**src/hw/rtl/iprk2_pkg.sv**
```systemverilog
// Package for the inertial particle RK2 step block.
// Holds grid geometry, reset values, state encoding and the controller command struct.
// No dependencies.
package iprk2_pkg;

   localparam int GRID_BITS  = 8;
   localparam int ADDR_W     = 2 * GRID_BITS;
   localparam int GRID_DEPTH = 1 << ADDR_W;
   localparam int DATA_W     = 32;
   localparam int DT_W       = 31;
   localparam int QUO_W      = 63;
   localparam int DIV_STEPS  = QUO_W;
   localparam int CNT_W      = 6;

   localparam logic [DT_W-1:0] DT_RESET = 31'd16777;
   localparam logic [40:0]     QLIM     = 41'h100_0000_0000;

   localparam logic [1:0] NB_00 = 2'd0;
   localparam logic [1:0] NB_10 = 2'd1;
   localparam logic [1:0] NB_01 = 2'd2;
   localparam logic [1:0] NB_11 = 2'd3;

   typedef enum logic [13:0] {
      S_IDLE  = 14'b00000000000001,
      S_READ  = 14'b00000000000010,
      S_MUL_A = 14'b00000000000100,
      S_SUM_A = 14'b00000000001000,
      S_MUL_B = 14'b00000000010000,
      S_SUM_B = 14'b00000000100000,
      S_MUL_U = 14'b00000001000000,
      S_SUM_U = 14'b00000010000000,
      S_MUL_P = 14'b00000100000000,
      S_MOVE  = 14'b00001000000000,
      S_MUL_D = 14'b00010000000000,
      S_DIV   = 14'b00100000000000,
      S_RELAX = 14'b01000000000000,
      S_DONE  = 14'b10000000000000
   } state_type;

   typedef struct packed {
      logic       wr_x;
      logic       wr_y;
      logic       start;
      logic       rd_en;
      logic [1:0] rd_sel;
      logic       cap_en;
      logic [1:0] cap_sel;
      logic       mul_a;
      logic       sum_a;
      logic       mul_b;
      logic       sum_b;
      logic       mul_u;
      logic       sum_u;
      logic       mul_p;
      logic       move;
      logic       mul_d;
      logic       div_init;
      logic       div_step;
      logic       relax;
      logic       stage2;
      logic       out_load;
   } dp_cmd_type;

endpackage

```
**src/hw/rtl/iprk2_ctrl.sv**
```systemverilog
// Controller state machine: handshakes, grid-load decode and the step sequence.
// Depends on iprk2_pkg.
module iprk2_ctrl (
   input  logic                  clock,
   input  logic                  reset,
   input  logic                  req_valid,
   output logic                  req_ready,
   input  logic                  req_kind,
   input  logic                  req_component,
   output logic                  rsp_valid,
   input  logic                  rsp_ready,
   input  logic                  tau_zero,
   output iprk2_pkg::dp_cmd_type cmd
);
   import iprk2_pkg::*;

   state_type        state_ff, state_in;
   logic [CNT_W-1:0] cnt_ff, cnt_in;
   logic             stage2_ff, stage2_in;
   logic             rsp_valid_ff, rsp_valid_in;
   logic             req_fire;

   assign req_ready = (state_ff == S_IDLE);
   assign req_fire  = req_valid && req_ready;
   assign rsp_valid = rsp_valid_ff;

   always_comb begin
      state_in     = state_ff;
      cnt_in       = cnt_ff;
      stage2_in    = stage2_ff;
      rsp_valid_in = rsp_valid_ff && !rsp_ready;
      cmd          = '0;
      cmd.stage2   = stage2_ff;
      case (state_ff)
         S_IDLE: begin
            if (req_fire) begin
               if (!req_kind) begin
                  cmd.wr_x = !req_component;
                  cmd.wr_y = req_component;
               end else begin
                  cmd.start = 1'b1;
                  stage2_in = 1'b0;
                  cnt_in    = '0;
                  state_in  = S_READ;
               end
            end
         end
         S_READ: begin
            cmd.rd_en   = (cnt_ff < CNT_W'(4));
            cmd.rd_sel  = cnt_ff[1:0];
            cmd.cap_en  = (cnt_ff != '0);
            cmd.cap_sel = 2'(cnt_ff - 1'b1);
            cnt_in      = cnt_ff + 1'b1;
            if (cnt_ff == CNT_W'(4)) begin
               state_in = S_MUL_A;
            end
         end
         S_MUL_A: begin
            cmd.mul_a = 1'b1;
            state_in  = S_SUM_A;
         end
         S_SUM_A: begin
            cmd.sum_a = 1'b1;
            state_in  = S_MUL_B;
         end
         S_MUL_B: begin
            cmd.mul_b = 1'b1;
            state_in  = S_SUM_B;
         end
         S_SUM_B: begin
            cmd.sum_b = 1'b1;
            state_in  = S_MUL_U;
         end
         S_MUL_U: begin
            cmd.mul_u = 1'b1;
            state_in  = S_SUM_U;
         end
         S_SUM_U: begin
            cmd.sum_u = 1'b1;
            state_in  = S_MUL_P;
         end
         S_MUL_P: begin
            cmd.mul_p = 1'b1;
            state_in  = S_MOVE;
         end
         S_MOVE: begin
            cmd.move = 1'b1;
            state_in = S_MUL_D;
         end
         S_MUL_D: begin
            cmd.mul_d = 1'b1;
            cnt_in    = '0;
            state_in  = tau_zero ? S_RELAX : S_DIV;
         end
         S_DIV: begin
            cmd.div_init = (cnt_ff == '0);
            cmd.div_step = (cnt_ff != '0);
            cnt_in       = cnt_ff + 1'b1;
            if (cnt_ff == CNT_W'(DIV_STEPS)) begin
               state_in = S_RELAX;
            end
         end
         S_RELAX: begin
            cmd.relax = 1'b1;
            cnt_in    = '0;
            if (stage2_ff) begin
               state_in = S_DONE;
            end else begin
               stage2_in = 1'b1;
               state_in  = S_READ;
            end
         end
         S_DONE: begin
            if (!rsp_valid_ff || rsp_ready) begin
               cmd.out_load = 1'b1;
               rsp_valid_in = 1'b1;
               state_in     = S_IDLE;
            end
         end
         default: begin
            state_in = S_IDLE;
         end
      endcase
   end

   always_ff @(posedge clock) begin
      if (reset) begin
         state_ff     <= S_IDLE;
         cnt_ff       <= '0;
         stage2_ff    <= 1'b0;
         rsp_valid_ff <= 1'b0;
      end else begin
         state_ff     <= state_in;
         cnt_ff       <= cnt_in;
         stage2_ff    <= stage2_in;
         rsp_valid_ff <= rsp_valid_in;
      end
   end

   a_div_needs_tau: assert property (@(posedge clock) disable iff (reset)
      cmd.div_step |-> !tau_zero) else $error("divider stepped with zero tau");
   a_load_sets_valid: assert property (@(posedge clock) disable iff (reset)
      cmd.out_load |=> rsp_valid_ff) else $error("result load lost valid");
   a_no_overwrite: assert property (@(posedge clock) disable iff (reset)
      cmd.out_load |-> !(rsp_valid_ff && !rsp_ready)) else $error("pending result overwritten");
   a_write_idle: assert property (@(posedge clock) disable iff (reset)
      (cmd.wr_x || cmd.wr_y) |-> (state_ff == S_IDLE && !cmd.rd_en))
      else $error("grid write during step");
endmodule

```
**config.mk**
```make
export PLATFORM = sky130hd
export DESIGN_NAME = iprk2_ctrl
export DESIGN_NICKNAME = d
export VERILOG_FILES = /design/src/hw/rtl/iprk2_pkg.sv /design/src/hw/rtl/iprk2_ctrl.sv
export SDC_FILE = /design/constraint.sdc
export NUM_CORES = 1
export LEC_CHECK = 0
export ABC_CLOCK_PERIOD_IN_PS = 3400
export BUFFER_PORTS_ARGS = -buffer_cell sky130_fd_sc_hd__buf_2
export CAP_MARGIN = 30
export CORE_UTILIZATION = 35
export CTS_CLUSTER_SIZE = 12
export DETAILED_ROUTE_END_ITERATION = 10
export PLACE_DENSITY = 0.61
export SETUP_SLACK_MARGIN = 0.5
export SKIP_CTS_REPAIR_TIMING = 1
export SYNTH_ARGS = -nofsm -noshare
export SYNTH_HDL_FRONTEND = slang
export SYNTH_SLANG_ARGS = --single-unit
```
**constraint.sdc**
```tcl
create_clock -name clock -period 3.4 [get_ports clock]
set_input_delay 0.68 -clock clock [delete_from_list [all_inputs] [get_ports clock]]
set_output_delay 0.68 -clock clock [all_outputs]
set_load 0.05 [all_outputs]
```
# --- Word level (Yosys, flattened, before mapping) ---
# Index checks and enable logic that the tools add are counted.
classes:
  magnitude_cmp: 1
  muxes: 34
  n_reduce_logical: 15
  eq_ne: 21
  addsub: 2
op_table:
  columns: ["cell", "count"]
  rows:
  - ["$pmux W14 S14", 1]
  - ["$mux W14", 6]
  - ["$mux W6", 3]
  - ["$pmux W6 S3", 1]
  - ["$mux W1", 17]
  - ["$eq A14 B1 Y1 const B", 1]
  - ["$eq A14 B10 Y1 const B", 1]
  - ["$eq A14 B11 Y1 const B", 1]
  - ["$eq A14 B12 Y1 const B", 1]
  - ["$eq A14 B13 Y1 const B", 1]
  - ["$eq A14 B14 Y1 const B", 1]
  - ["$eq A14 B2 Y1 const B", 1]
  - ["$eq A14 B3 Y1 const B", 1]
  - ["$eq A14 B4 Y1 const B", 1]
  - ["$eq A14 B5 Y1 const B", 1]
  - ["$eq A14 B6 Y1 const B", 1]
  - ["$eq A14 B7 Y1 const B", 1]
  - ["$eq A14 B8 Y1 const B", 1]
  - ["$eq A14 B9 Y1 const B", 1]
  - ["$mux W13", 1]
  - ["$add A6 B1 Y6 const B", 1]
  - ["$eq A6 B3 Y1 const B", 1]
  - ["$eq A6 B6 Y1 const B", 1]
  - ["$logic_not A6 Y1", 1]
  - ["other kinds (16)", 26]
totals:
  reg_bits: 22
  in_bits: 7
  elab_cells: 77

# --- Logic depth before layout (Yosys ltp) ---
logic_depth:
  ltp_word: 4
  ltp_mapped: 7
  depth_no_buf: 6

# --- Least setup slack after synthesis ---
# No wires, ideal clock.
synth_timing:
  kind: "reg2out"
  start: "register state_ff[6]"
  end: "output port cmd[22] (netlist name)"
  t_arrival_ps: 3212
  required_ps: 2720
  setup_slack_ps: -492
  stages_incl_launch_ff: 5
  path_buffers: 0
  cell_sequence: "dfxtp_1 > nor4_4 > nand3_2 > nor2_1 > nor4bb_1"
synth_rtl:
  columns: ["element", "line", "source"]
  rows:
  - ["start: declaration", "iprk2_ctrl.sv:17", "state_type state_ff, state_in;"]
  - ["start signal: assignment", "iprk2_ctrl.sv:133", "state_ff <= state_in;"]
  - ["end: declaration", "iprk2_ctrl.sv:13", "output iprk2_pkg::dp_cmd_type cmd"]

==> results.toml <==
[sta]
worst_slew_pin_slew_ns = 0.5363
setup_viol = 0
rsz0062_at_grt = "true"
period_share_pct = 81.20
min_period_ns = 2.761
finClkSkew_ns = 0.005509
slew_violations = 0
tns_ns = 0
relSlewSlack_pct = 63.92
hold_viol_final = 0
max_freq_mhz = 362.2

[worst_setup_path]
worstReg2RegStart = "state_ff[1]"
endpoint_kind = "output port"
slowest_delay_ns = 0.37
crit_slowest_cell = "dfxtp_1"
cp.arrival_ns = 2.08
path_class = "register to output port"
start_kind = "register"
cp.required_ns = 2.72
worst_r2r_path_depth = 5
reg2reg_to = "cnt_ff[3]"
path_buf_inv = 1
crit_chain = "nor4_4 > and3_2 > nand4b_1 > nor4_2 > buf_2"
cpLargestDelayFamily = "simple AND/OR/NAND/NOR gates"
cp.depth = 5
cp-startpoint = "state_ff[6]"
r2r_slack_ns = 1.40
critPathMaxFanout = 8

[pwr]
p_leak_nw = 0.7012
p_per_area_nw_per_um2 = 353.9
vdd_drop_max_mv = 0.1957

[clock_tree]
clk_pin_slew_ns = 0.09
htree_levels = 1
cts_made_buffers = 3
cts_root_buffer = "clkbuf_8"
numClockSinks = 22
cts_tree = "done"
clock_path_buffers = 2
clock_latency_ns = 0.27

[min_path]
hold_depth = 2
hold_class = "register to register"
worstHoldEndpoint = "state_ff[13]"
hold_start = "stage2_ff"

[layout]
layout_common_cells = "buf_2, nor2_1, dfxtp_1, nand2_1, inv_1"
area_delta_synth_final_pct = 20.11
multiInputGateArea_um2 = 908.4
diodes = 0
seqCellArea_um2 = 440.4
fill_cells = 396
final_common_cell = "buf_2"
final_util_pct = 44.92
drive_gt1_share_pct = 26.87
nNetsFinal = 211

[die]
start_util_pct = 37.40
io_pins = 32
die_y_um = 65.25
die-area_um2 = 4257
die_w_um = 65.25
rows = 22
core_um2 = 3744

[global_route]
grt_pass1_wl_mm = 5.244
grt_max_degree = 15
grt_pass1_vias = 1153
overflow = 0
grtUsageTotal_pct = 15.70
antenna_found_initial = 0

[detailed_routing]
wl_per_cell_um = 12.83
top_layer = "met4"
wl_met3_um = 115
final_antenna_net_count = 0
drtIter0Drc = 60
wl_met1_mm = 1.542
wl_met2_mm = 1.516
drt_first_pass_iters = 4
drcViolationCount = 0
via_count = 1342
drt_wl_total_mm = 3.195
via_per_inst = 5.390

[outcome]
status = "finished clean"

[place]
dp_hpwl_mm = 2.426
io_buffer_count = 31
gp_congestion = 0.7983

[logic_synthesis]
synthCells = 176
synth_edf_count = 0
ys_ff_latch = 22
ys.warnings.count = 0
syn_nets = 185
yosys.cell_types.count = 49
synth_seq_area_share_pct = 31.46
syn-cell-area_um2 = 1400
ys.flop_type = "dfxtp_1"
synth.avg_cell_area_um2 = 7.955
async_flop_share_pct = 0

[job]
drv_cap = 0
registers in the layout (all words and copies together), names as in the netlist:
register and cells:
stage2_ff 1, state_ff 14, rsp_valid 1, cnt_ff 6
worst max path at each step:
stage	end	slack, ns
floorplan	cmd[22]	0.26
global placement	cmd[11]	0.81
detailed placement	cmd[11]	0.79
CTS	cmd[11]	0.48
global route	cmd[10]	0.47
finish	cmd[4]	0.64
through the flow:
stage,total power [W],instances,setup WS [ns],instance area [um2],hold WS [ns]
2_1_floorplan,0.0003297,176,0.2604,1438,0.4580
3_3_place_gp,0.0003458,245,0.8115,1587,0.4811
3_5_place_dp,0.0003452,245,0.7853,1587,0.4820
4_1_cts,0.0005992,249,0.4807,1658,0.4939
5_1_grt,0.0006174,249,0.4709,1682,0.5240
6_report,0.0005951,249,0.6391,1682,0.4904
layout make-up:
cell class	instances	area share (%)
Timing Repair Buffer	31	9.524
Multi-Input combinational cell	133	54.02
Clock buffer	3	2.455
Clock inverter	1	1.786
Sequential cell	22	26.19
Tap cell	48	3.571
Inverter	11	2.455
cell families after synthesis:
| group | after synthesis | synth area share, % |
|---|---|---|
| and+or+nand+nor | 97 | 41.11 |
| adders and majority gates | 2 | 1.787 |
| AOI/OAI and AO/OA | 31 | 16.09 |
| DFF | 22 | 31.46 |
| buffers and inverters | 21 | 7.684 |
| xor gates and xnor gates | 3 | 1.877 |
Yosys cell counts, types with 2 or more instances:
cell type | count | area [um2]
o31a_1 | 2 | 17.52
nand3_1 | 7 | 35.03
and4b_1 | 2 | 20.02
nor2b_1 | 2 | 12.51
buf_6 | 2 | 22.52
nor4b_1 | 5 | 43.79
a311oi_1 | 4 | 35.03
nor3_1 | 6 | 30.03
inv_1 | 11 | 41.29
dfxtp_1 | 22 | 440.4
a41oi_1 | 2 | 17.52
a31oi_1 | 2 | 12.51
and3b_1 | 2 | 17.52
buf_4 | 2 | 15.01
nand2b_1 | 5 | 31.28
nand2_1 | 17 | 63.81
a2bb2oi_1 | 2 | 17.52
nor4_1 | 6 | 37.54
a21oi_1 | 7 | 35.03
buf_2 | 5 | 25.02
and3_1 | 3 | 18.77
or4_1 | 2 | 15.01
ha_1 | 2 | 25.02
or4_4 | 2 | 22.52
nor2_1 | 26 | 97.59
xnor2_1 | 2 | 17.52
o31ai_1 | 3 | 22.52
o21ai_1 | 2 | 10.01
worst register-to-register path: cells and delay by family (launching register included):
kind                      cells  cell delay (ns)
and+or+nand+nor               2             0.78
DFF                           1             0.56
AOI/OAI and AO/OA             2             0.44
xor gates and xnor gates      1             0.12
layer usage:
metal,vias to the layer above,global-route usage (%)
li1,699,-
met1,616,20.40
met2,23,25.90
met3,4,3.646
met4,0,4.076
met5,-,0
power by group:
| part | total (W) | switching (W) | internal [W] | leakage (nW) |
|---|---|---|---|---|
| logic | 0.0000759 | 0.0000501 | 0.0000258 | 0.488 |
| registers | 0.000267 | 0.00000705 | 0.000260 | 0.177 |
| clock network | 0.000252 | 0.0000950 | 0.000158 | 0.0357 |
(Power assumes the default switching activity.)
